--- config.mk ---
export PLATFORM = sky130hd
export DESIGN_NAME = modular_exponentiation_unit
export DESIGN_NICKNAME = d
export VERILOG_FILES = /design/src/rtl/core/mexp_pkg.sv /design/src/rtl/core/mexp_rem.sv /design/src/rtl/core/mexp_dp.sv /design/src/rtl/core/mexp_ctrl.sv /design/src/rtl/core/modular_exponentiation_unit.sv
export SDC_FILE = /design/constraint.sdc
export NUM_CORES = 2
export LEC_CHECK = 0
export BUFFER_PORTS_ARGS = -buffer_cell sky130_fd_sc_hd__clkbuf_2
export CORE_MARGIN = 4
export CORE_UTILIZATION = 48
export CTS_CLUSTER_SIZE = 20
export DETAILED_ROUTE_END_ITERATION = 8
export PLACE_DENSITY = 0.75
export SYNTH_ARGS = -nofsm -noshare
export SYNTH_HDL_FRONTEND = slang
export SYNTH_HIERARCHICAL = 1
export SYNTH_SLANG_ARGS = --single-unit
--- constraint.sdc ---
create_clock -name clk -period 9.05 [get_ports clk]
set_input_delay 0.4525 -clock clk [delete_from_list [all_inputs] [get_ports clk]]
set_output_delay 0.4525 -clock clk [all_outputs]
set_load 0.02 [all_outputs]
--- src/rtl/core/mexp_pkg.sv ---
`timescale 1ns / 1ps
`default_nettype none

package mexp_pkg;

  // Field positions in the input tdata word.
  localparam int BASE_LSB = 0;
  localparam int BASE_W   = 32;
  localparam int EXP_LSB  = 32;
  localparam int MOD_LSB  = 95;
  localparam int IN_W     = 128;
  localparam int OUT_W    = 32;

  typedef enum logic [2:0] {
    ST_IDLE,
    ST_SETUP,
    ST_BASE_RED,
    ST_BIT,
    ST_MUL,
    ST_REDUCE,
    ST_DONE
  } state_t;

  typedef struct packed {
    logic load;          // capture a new operand set, acc <= 1
    logic clr_acc;       // acc <= 0
    logic rem_start;     // start the remainder unit
    logic rem_src_base;  // dividend is the base rather than the product
    logic mul_go;        // product <= operands
    logic mul_sq;        // operands are pw * pw rather than acc * pw
    logic wr_acc;        // acc <= remainder
    logic wr_pw;         // pw <= remainder
    logic shift_exp;     // exponent >>= 1
  } cmd_t;

  typedef struct packed {
    logic exp_zero;
    logic exp_bit0;
    logic exp_last;
    logic mod_zero;
    logic rem_done;
  } status_t;

endpackage

`default_nettype wire

--- src/rtl/core/mexp_rem.sv ---
`timescale 1ns / 1ps
`default_nettype none

// Restoring remainder, two dividend bits per cycle, MSB first.
module mexp_rem #(
  parameter int MW = 31,
  parameter int DW = 62
) (
  input  wire logic          clk,
  input  wire logic          rst_n,
  input  wire logic          start,
  input  wire logic [DW-1:0] dividend,
  input  wire logic [MW-1:0] modulus,
  output logic      [MW-1:0] remainder,
  output logic               done
);

  localparam int STEPS = DW / 2;
  localparam int CW    = $clog2(STEPS);

  logic [DW-1:0] div_r, div_nxt;
  logic [MW-1:0] rem_r, rem_nxt;
  logic [CW-1:0] cnt_r, cnt_nxt;
  logic          busy_r, busy_nxt;
  logic          done_r, done_nxt;

  function automatic logic [MW-1:0] rstep(input logic [MW-1:0] r, input logic b,
                                          input logic [MW-1:0] m);
    logic [MW:0] t;
    t = {r, b};
    if (t >= {1'b0, m}) begin
      t = t - {1'b0, m};
    end
    return t[MW-1:0];
  endfunction

  always_comb begin
    div_nxt  = div_r;
    rem_nxt  = rem_r;
    cnt_nxt  = cnt_r;
    busy_nxt = busy_r;
    done_nxt = 1'b0;
    if (start) begin
      div_nxt  = dividend;
      rem_nxt  = '0;
      cnt_nxt  = '0;
      busy_nxt = 1'b1;
    end else if (busy_r) begin
      rem_nxt = rstep(rstep(rem_r, div_r[DW-1], modulus), div_r[DW-2], modulus);
      div_nxt = {div_r[DW-3:0], 2'b00};
      cnt_nxt = cnt_r + 1'b1;
      if (cnt_r == CW'(STEPS - 1)) begin
        busy_nxt = 1'b0;
        done_nxt = 1'b1;
      end
    end
  end

  always_ff @(posedge clk) begin
    if (!rst_n) begin
      busy_r <= 1'b0;
      done_r <= 1'b0;
      cnt_r  <= '0;
    end else begin
      busy_r <= busy_nxt;
      done_r <= done_nxt;
      cnt_r  <= cnt_nxt;
    end
  end

  always_ff @(posedge clk) begin
    div_r <= div_nxt;
    rem_r <= rem_nxt;
  end

  assign remainder = rem_r;
  assign done      = done_r;

endmodule

`default_nettype wire

--- src/rtl/core/mexp_dp.sv ---
`timescale 1ns / 1ps
`default_nettype none

module mexp_dp #(
  parameter int EW = 63,
  parameter int MW = 31,
  parameter int DW = 62
) (
  input  wire logic                    clk,
  input  wire logic                    rst_n,
  input  wire mexp_pkg::cmd_t          cmd,
  input  wire logic [31:0]             base_in,
  input  wire logic [EW-1:0]           exp_in,
  input  wire logic [MW-1:0]           mod_in,
  output mexp_pkg::status_t            status,
  output logic      [MW-1:0]           result
);
  import mexp_pkg::*;

  logic [31:0]     b_r;
  logic [EW-1:0]   e_r;
  logic [MW-1:0]   m_r;
  logic [MW-1:0]   acc_r;
  logic [MW-1:0]   pw_r;
  logic [2*MW-1:0] prod_r;
  logic [MW-1:0]   mul_a;
  logic [DW-1:0]   rem_dividend;
  logic [MW-1:0]   rem_value;
  logic            rem_done;

  assign mul_a        = cmd.mul_sq ? pw_r : acc_r;
  assign rem_dividend = cmd.rem_src_base ? DW'(b_r) : DW'(prod_r);

  always_ff @(posedge clk) begin
    if (cmd.load) begin
      b_r   <= base_in;
      e_r   <= exp_in;
      m_r   <= mod_in;
      acc_r <= MW'(1);
    end else begin
      if (cmd.clr_acc) begin
        acc_r <= '0;
      end else if (cmd.wr_acc) begin
        acc_r <= rem_value;
      end
      if (cmd.wr_pw) begin
        pw_r <= rem_value;
      end
      if (cmd.shift_exp) begin
        e_r <= e_r >> 1;
      end
    end
    if (cmd.mul_go) begin
      prod_r <= (2*MW)'(mul_a) * (2*MW)'(pw_r);
    end
  end

  mexp_rem #(
    .MW (MW),
    .DW (DW)
  ) u_rem (
    .clk       (clk),
    .rst_n     (rst_n),
    .start     (cmd.rem_start),
    .dividend  (rem_dividend),
    .modulus   (m_r),
    .remainder (rem_value),
    .done      (rem_done)
  );

  always_comb begin
    status.exp_zero = (e_r == '0);
    status.exp_bit0 = e_r[0];
    status.exp_last = (e_r[EW-1:1] == '0);
    status.mod_zero = (m_r == '0);
    status.rem_done = rem_done;
  end

  assign result = acc_r;

endmodule

`default_nettype wire

--- src/rtl/core/mexp_ctrl.sv ---
`timescale 1ns / 1ps
`default_nettype none

module mexp_ctrl (
  input  wire logic              clk,
  input  wire logic              rst_n,
  input  wire logic              in_valid,
  input  wire logic              out_free,
  input  wire mexp_pkg::status_t status,
  output logic                   in_ready,
  output logic                   out_load,
  output mexp_pkg::cmd_t         cmd
);
  import mexp_pkg::*;

  state_t state_r, state_nxt;
  logic   tgt_acc_r, tgt_acc_nxt;

  always_ff @(posedge clk) begin
    if (!rst_n) begin
      state_r   <= ST_IDLE;
      tgt_acc_r <= 1'b0;
    end else begin
      state_r   <= state_nxt;
      tgt_acc_r <= tgt_acc_nxt;
    end
  end

  always_comb begin
    state_nxt   = state_r;
    tgt_acc_nxt = tgt_acc_r;
    cmd         = '0;
    in_ready    = 1'b0;
    out_load    = 1'b0;
    case (state_r)
      ST_IDLE: begin
        // No transfer is taken while reset is held.
        in_ready = rst_n;
        if (in_valid && rst_n) begin
          cmd.load  = 1'b1;
          state_nxt = ST_SETUP;
        end
      end
      ST_SETUP: begin
        if (status.exp_zero) begin
          state_nxt = ST_DONE;
        end else if (status.mod_zero) begin
          cmd.clr_acc = 1'b1;
          state_nxt   = ST_DONE;
        end else begin
          cmd.rem_start    = 1'b1;
          cmd.rem_src_base = 1'b1;
          state_nxt        = ST_BASE_RED;
        end
      end
      ST_BASE_RED: begin
        if (status.rem_done) begin
          cmd.wr_pw = 1'b1;
          state_nxt = ST_BIT;
        end
      end
      ST_BIT: begin
        // Bits above the last set one change nothing, so the scan ends early.
        if (status.exp_zero) begin
          state_nxt = ST_DONE;
        end else begin
          cmd.mul_go  = 1'b1;
          cmd.mul_sq  = !status.exp_bit0;
          tgt_acc_nxt = status.exp_bit0;
          state_nxt   = ST_MUL;
        end
      end
      ST_MUL: begin
        cmd.rem_start = 1'b1;
        state_nxt     = ST_REDUCE;
      end
      ST_REDUCE: begin
        if (status.rem_done) begin
          if (tgt_acc_r) begin
            cmd.wr_acc = 1'b1;
            if (status.exp_last) begin
              state_nxt = ST_DONE;
            end else begin
              cmd.mul_go  = 1'b1;
              cmd.mul_sq  = 1'b1;
              tgt_acc_nxt = 1'b0;
              state_nxt   = ST_MUL;
            end
          end else begin
            cmd.wr_pw     = 1'b1;
            cmd.shift_exp = 1'b1;
            state_nxt     = ST_BIT;
          end
        end
      end
      ST_DONE: begin
        if (out_free) begin
          out_load  = 1'b1;
          state_nxt = ST_IDLE;
        end
      end
      default: begin
        state_nxt = ST_IDLE;
      end
    endcase
  end

endmodule

`default_nettype wire

--- src/rtl/core/modular_exponentiation_unit.sv ---
`timescale 1ns / 1ps
`default_nettype none

// One operand set is in flight at a time. A zero exponent or modulus goes straight to the output
// load; else the base is reduced, each clear exponent bit takes one reduction, each set bit below
// the highest set one takes two, and the highest set one takes one. Each reduction runs in the
// serial remainder unit (two bits per cycle) over DW = max(2*MOD_WIDTH, 32) dividend bits. The
// next transfer is taken after the result is loaded.
// Reset (synchronous, active low) returns the controller to idle and empties the output.
module modular_exponentiation_unit #(
  parameter int EXP_WIDTH = 63,
  parameter int MOD_WIDTH = 31
) (
  input  wire logic                        clk,
  input  wire logic                        rst_n,
  input  wire logic                        in_tvalid,
  output logic                             in_tready,
  // base_value[31:0], exponent_value[94:32], modulus_value[125:95], zero fill
  input  wire logic [mexp_pkg::IN_W-1:0]   in_tdata,
  output logic                             out_tvalid,
  input  wire logic                        out_tready,
  // power_residue[30:0], zero fill
  output logic      [mexp_pkg::OUT_W-1:0]  out_tdata
);
  import mexp_pkg::*;

  localparam int DW = (2 * MOD_WIDTH > 32) ? 2 * MOD_WIDTH : 32;

  cmd_t                 cmd;
  status_t              status;
  logic                 out_load;
  logic                 out_free;
  logic [MOD_WIDTH-1:0] result;
  logic                 out_valid_r, out_valid_nxt;
  logic [OUT_W-1:0]     out_data_r;

  assign out_free = !out_valid_r || out_tready;

  mexp_ctrl u_ctrl (
    .clk      (clk),
    .rst_n    (rst_n),
    .in_valid (in_tvalid),
    .out_free (out_free),
    .status   (status),
    .in_ready (in_tready),
    .out_load (out_load),
    .cmd      (cmd)
  );

  mexp_dp #(
    .EW (EXP_WIDTH),
    .MW (MOD_WIDTH),
    .DW (DW)
  ) u_dp (
    .clk     (clk),
    .rst_n   (rst_n),
    .cmd     (cmd),
    .base_in (in_tdata[BASE_LSB +: BASE_W]),
    .exp_in  (in_tdata[EXP_LSB +: EXP_WIDTH]),
    .mod_in  (in_tdata[MOD_LSB +: MOD_WIDTH]),
    .status  (status),
    .result  (result)
  );

  always_comb begin
    out_valid_nxt = out_valid_r;
    if (out_load) begin
      out_valid_nxt = 1'b1;
    end else if (out_tready) begin
      out_valid_nxt = 1'b0;
    end
  end

  always_ff @(posedge clk) begin
    if (!rst_n) begin
      out_valid_r <= 1'b0;
    end else begin
      out_valid_r <= out_valid_nxt;
    end
  end

  always_ff @(posedge clk) begin
    if (out_load) begin
      out_data_r <= OUT_W'(result);
    end
  end

  assign out_tvalid = out_valid_r;
  assign out_tdata  = out_data_r;

endmodule

`default_nettype wire

==> flow_metrics.env <==
export IMPL_layout_drive_gt1_share=0.212
export IMPL_worst_pin_slew_ns=1.05
export IMPL_die_area_mm2=0.110
export IMPL_achievable_frequency_mhz=106
export IMPL_grt_max_degree=79
export IMPL_wl_met2_mm=69.9
export IMPL_fin_crit_sh=1.04
export IMPL_grt_overflow=0
export IMPL_hp_class="input port to register"
export IMPL_crit_start="u_dp/e_r[58]"
export IMPL_placed_area_mm2=0.0548
export IMPL_vias_per_cell=5.58
export IMPL_fin_nets=6631
export IMPL_fin_ws_ns=-0.397
export IMPL_r2r_end="u_dp/prod_r[56]"
export IMPL_routed_via_count=37731
export IMPL_grt_usage=0.261
export IMPL_drtIter0Drc=2820
export IMPL_synthCells=4947
export IMPL_wl_per_cell_um=21.5
export IMPL_synth_common_cells="839 x fa_1, 827 x inv_1, 556 x nand2_1"
export IMPL_synth_edf_count=312
export IMPL_hold_viol=0
export IMPL_ys_types=99
export IMPL_synth_warnings=6
export IMPL_crit_cells=34
export IMPL_stdcell_area_mm2=0.0585
export IMPL_rows=118
export IMPL_slew_headroom=0.282
export IMPL_timing_critical_path_buf_inv=9
export IMPL_crit_type="register to register"
export IMPL_cp_max_fo=14
export IMPL_finalMaxSlewViolations=0
export IMPL_cts_tree="yes"
export IMPL_firstDrtPassIters=5
export IMPL_numCtsBuffers=45
export IMPL_drc=0
export IMPL_crit_slowest_cell="fa_2"
export IMPL_yosys_area_top_type="fa_1"
export IMPL_power_density_mw_per_mm2=145
export IMPL_critical_path_arrival_ns=9.79
export IMPL_setup_viol=34
export IMPL_fp_coreArea_mm2=0.104
export IMPL_ys_seq_area_frac=0.216
export IMPL_io_pins=166
export IMPL_ys_flop_type="edfxtp_1"
export IMPL_max_cap_violations=0
export IMPL_grt_pass1_wl_mm=225
export IMPL_cpMostUsedCell="fa_1"
export IMPL_top_layer="met5"
export IMPL_worstSetupEndpointType="register"
export IMPL_fill_cells=8569
export IMPL_grt_pass1_vias=40724
export IMPL_yosysTopAreaCellShare=0.334
export IMPL_syn_nets=6237
export IMPL_ant_nets=0
export IMPL_dpl_hpwl_mm=110
export IMPL_syn_area_per_cell_um2=10.2
export IMPL_antenna_found_initial=5
export IMPL_rsz0062_at_grt="yes"
export IMPL_cp_top_family="adder cells"
export IMPL_r2r_cells=34
export IMPL_synth_seq_cells=386
export IMPL_async_flop_share=0
export IMPL_yosys_cell_count_top_type="fa_1"
export IMPL_die_w_um=332
export IMPL_peakVddDrop_mv=0.198
export IMPL_wl_met3_mm=11.6
export IMPL_ctsHtreeMaxLevel=2
export IMPL_path_clk_slew_ns=0.06
export IMPL_finalCriticalPeriod_ns=9.45
export IMPL_wl_met1_mm=54.0
export IMPL_cts_sinks=386
export IMPL_synth_area_top_cells="fa_1 33%, edfxtp_1 19%, ha_1 7.9%"
export IMPL_io_buffer_count=162
export IMPL_crit_end="u_dp/prod_r[56]"
export IMPL_violations="setup timing"
export IMPL_final_cell_count_no_fill=6762
export IMPL_fin_skew_ns=0.0490
export IMPL_dp_cells=6591
export IMPL_cts_root_buf="clkbuf_16"
export IMPL_critPathLaunchType="register"
export IMPL_crit_required_ns=9.40
export IMPL_gp_congestion=0.956
export IMPL_max_stage_delay_ns=0.60
export IMPL_dieHeight_um=332
export IMPL_area_delta_synth_final_pct=16.4
export IMPL_cts_max_path_buffers=3
export IMPL_initial_core_util=0.485
export IMPL_routed_wl_mm=145
export IMPL_p_leak_nw=27.0
export IMPL_reg2reg_from="u_dp/e_r[58]"
export IMPL_clock_latency_ns=0.62
export IMPL_syn_area_mm2=0.0502
export IMPL_status="complete, but fails checks"
export IMPL_regToRegSetupSlack_ns=-0.40
==> routing by layer <==
metal / GRT usage / up-vias
li1: - / 16485
met1: 0.320 / 19088
met2: 0.439 / 1666
met3: 0.0492 / 488
met4: 0.141 / 4
met5: 0 / -
==> report_power, final <==
part           leakage (nW)  switching [mW]  internal, mW  total [mW]
Combinational          22.8            2.37          1.74        4.12
Sequential             3.49           0.208          2.28        2.48
Clock                 0.724           0.799          1.06        1.86
==> final cells by class <==
cell class / count / area [um^2] / area share
diodes: 5 / 12.5 / 0.000214
clock buffers: 58 / 1220 / 0.0208
clock inverters: 25 / 277 / 0.00473
inverters: 828 / 3110 / 0.0531
multi-input cells: 3455 / 36500 / 0.624
flip-flops and latches: 386 / 10900 / 0.186
well taps: 1380 / 1730 / 0.0295
repair buffers: 625 / 4820 / 0.0824
==> cell usage in the layout, fill, tap and decap left out, types with 12 or more instances in the layout <==
cell / synthesis / routed
a211oi_1: 22 / 18
a21o_1: 37 / 37
a21oi_1: 114 / 86
a21oi_2: 6 / 27
a311oi_1: 23 / 22
a31oi_1: 21 / 12
and2_1: 518 / 500
and2_4: 0 / 18
and3_1: 18 / 15
buf_12: 0 / 23
buf_4: 8 / 379
buf_6: 5 / 39
clkbuf_16: 0 / 48
clkbuf_2: 1 / 162
dfxtp_1: 74 / 73
dlygate4sd3_1: 0 / 16
edfxtp_1: 312 / 312
fa_1: 839 / 807
fa_2: 0 / 32
ha_1: 319 / 299
ha_4: 0 / 20
inv_1: 827 / 815
inv_2: 1 / 13
mux2_2: 207 / 188
mux2_4: 0 / 24
mux2i_1: 38 / 38
nand2_1: 556 / 552
nand2b_1: 18 / 17
nand3_1: 38 / 35
nand4_1: 32 / 32
nor2_1: 141 / 132
nor2b_1: 46 / 44
nor3_1: 24 / 22
nor4_1: 30 / 18
o21a_1: 41 / 41
o21ai_0: 82 / 67
o21bai_1: 18 / 16
xnor2_1: 72 / 60
xnor2_2: 0 / 12
xor2_1: 33 / 28
==> flip-flops by register name, indices dropped and copies added, names as in the netlist <==
signal                cells
u_dp/m_r                 31
u_dp/pw_r                31
u_ctrl/state_r            3
u_dp/b_r                 32
u_ctrl/tgt_acc_r          1
out_tvalid                1
u_dp/prod_r              62
out_tdata                31
u_dp/result              31
u_dp/u_rem/div_r         62
u_dp/u_rem/done           1
u_dp/u_rem/remainder     31
u_dp/e_r                 63
u_dp/u_rem/cnt_r          5
u_dp/u_rem/busy_r         1
==> how the worst min path moves through the flow <==
stage                        start                  end  depth (start not counted)
2_1_floorplan      u_dp/result[16]        out_tdata[16]                          0
3_3_place_gp   u_dp/u_rem/cnt_r[4]  u_dp/u_rem/cnt_r[4]                          2
3_5_place_dp   u_dp/u_rem/cnt_r[3]      u_dp/u_rem/done                          2
4_1_cts              in_tdata[125]         u_dp/m_r[30]                          1
5_1_grt              in_tdata[123]         u_dp/m_r[28]                          1
6_report             in_tdata[125]         u_dp/m_r[30]                          1
==> worst reg2reg max path, delay by kind of cell (launching register included) <==
kind / cells / cell delay [ns]
AND/OR/NAND/NOR: 9 / 2.02
adder cells (fa/ha/maj): 9 / 4.29
buffers and inverters: 9 / 1.25
flip-flops: 1 / 0.40
AO/OA/AOI/OAI: 5 / 0.77
XOR/XNOR: 1 / 0.08
multiplexers: 1 / 0.38
==> timing repair <==
action                                  in CTS  in global routing
hold endpoints to repair                    16                  0
pin swaps                                   99                 63
endpoints found under the setup margin      45                 44
hold buffers                                16                  0
cloned                                       5                  3
buffers inserted                            48                 17
resized for setup                          211                101
==> kinds of logic (layout without fill, tap and decap cells) <==
family / after synthesis / after routing / synth area share
buffers and inverters: 1112 / 1536 / 0.0849
muxes: 245 / 250 / 0.0540
xor gates and xnor gates: 105 / 105 / 0.0183
DFF: 386 / 386 / 0.216
AOI/OAI and AO/OA: 471 / 472 / 0.0641
adders and majority gates: 1158 / 1158 / 0.414
and+or+nand+nor: 1469 / 1469 / 0.149
other: 1 / 6 / 0.0000746
==> through the flow <==
stage	setup TNS (ns)	utilization	power (mW)	setup slack (ns)	hold WS (ns)
after floorplan	0	-	5.29	0.0207	0.442
after global placement	-20.35	0.528	6.36	-0.737	0.493
after detailed placement	-22.94	0.528	6.40	-0.861	0.505
after CTS	-4.24	0.558	8.40	-0.314	0.000108
after global routing	-16.18	0.564	8.96	-0.694	0.000640
final	-7.20	0.564	8.46	-0.397	0.0295
(Power assumes the default switching activity.)
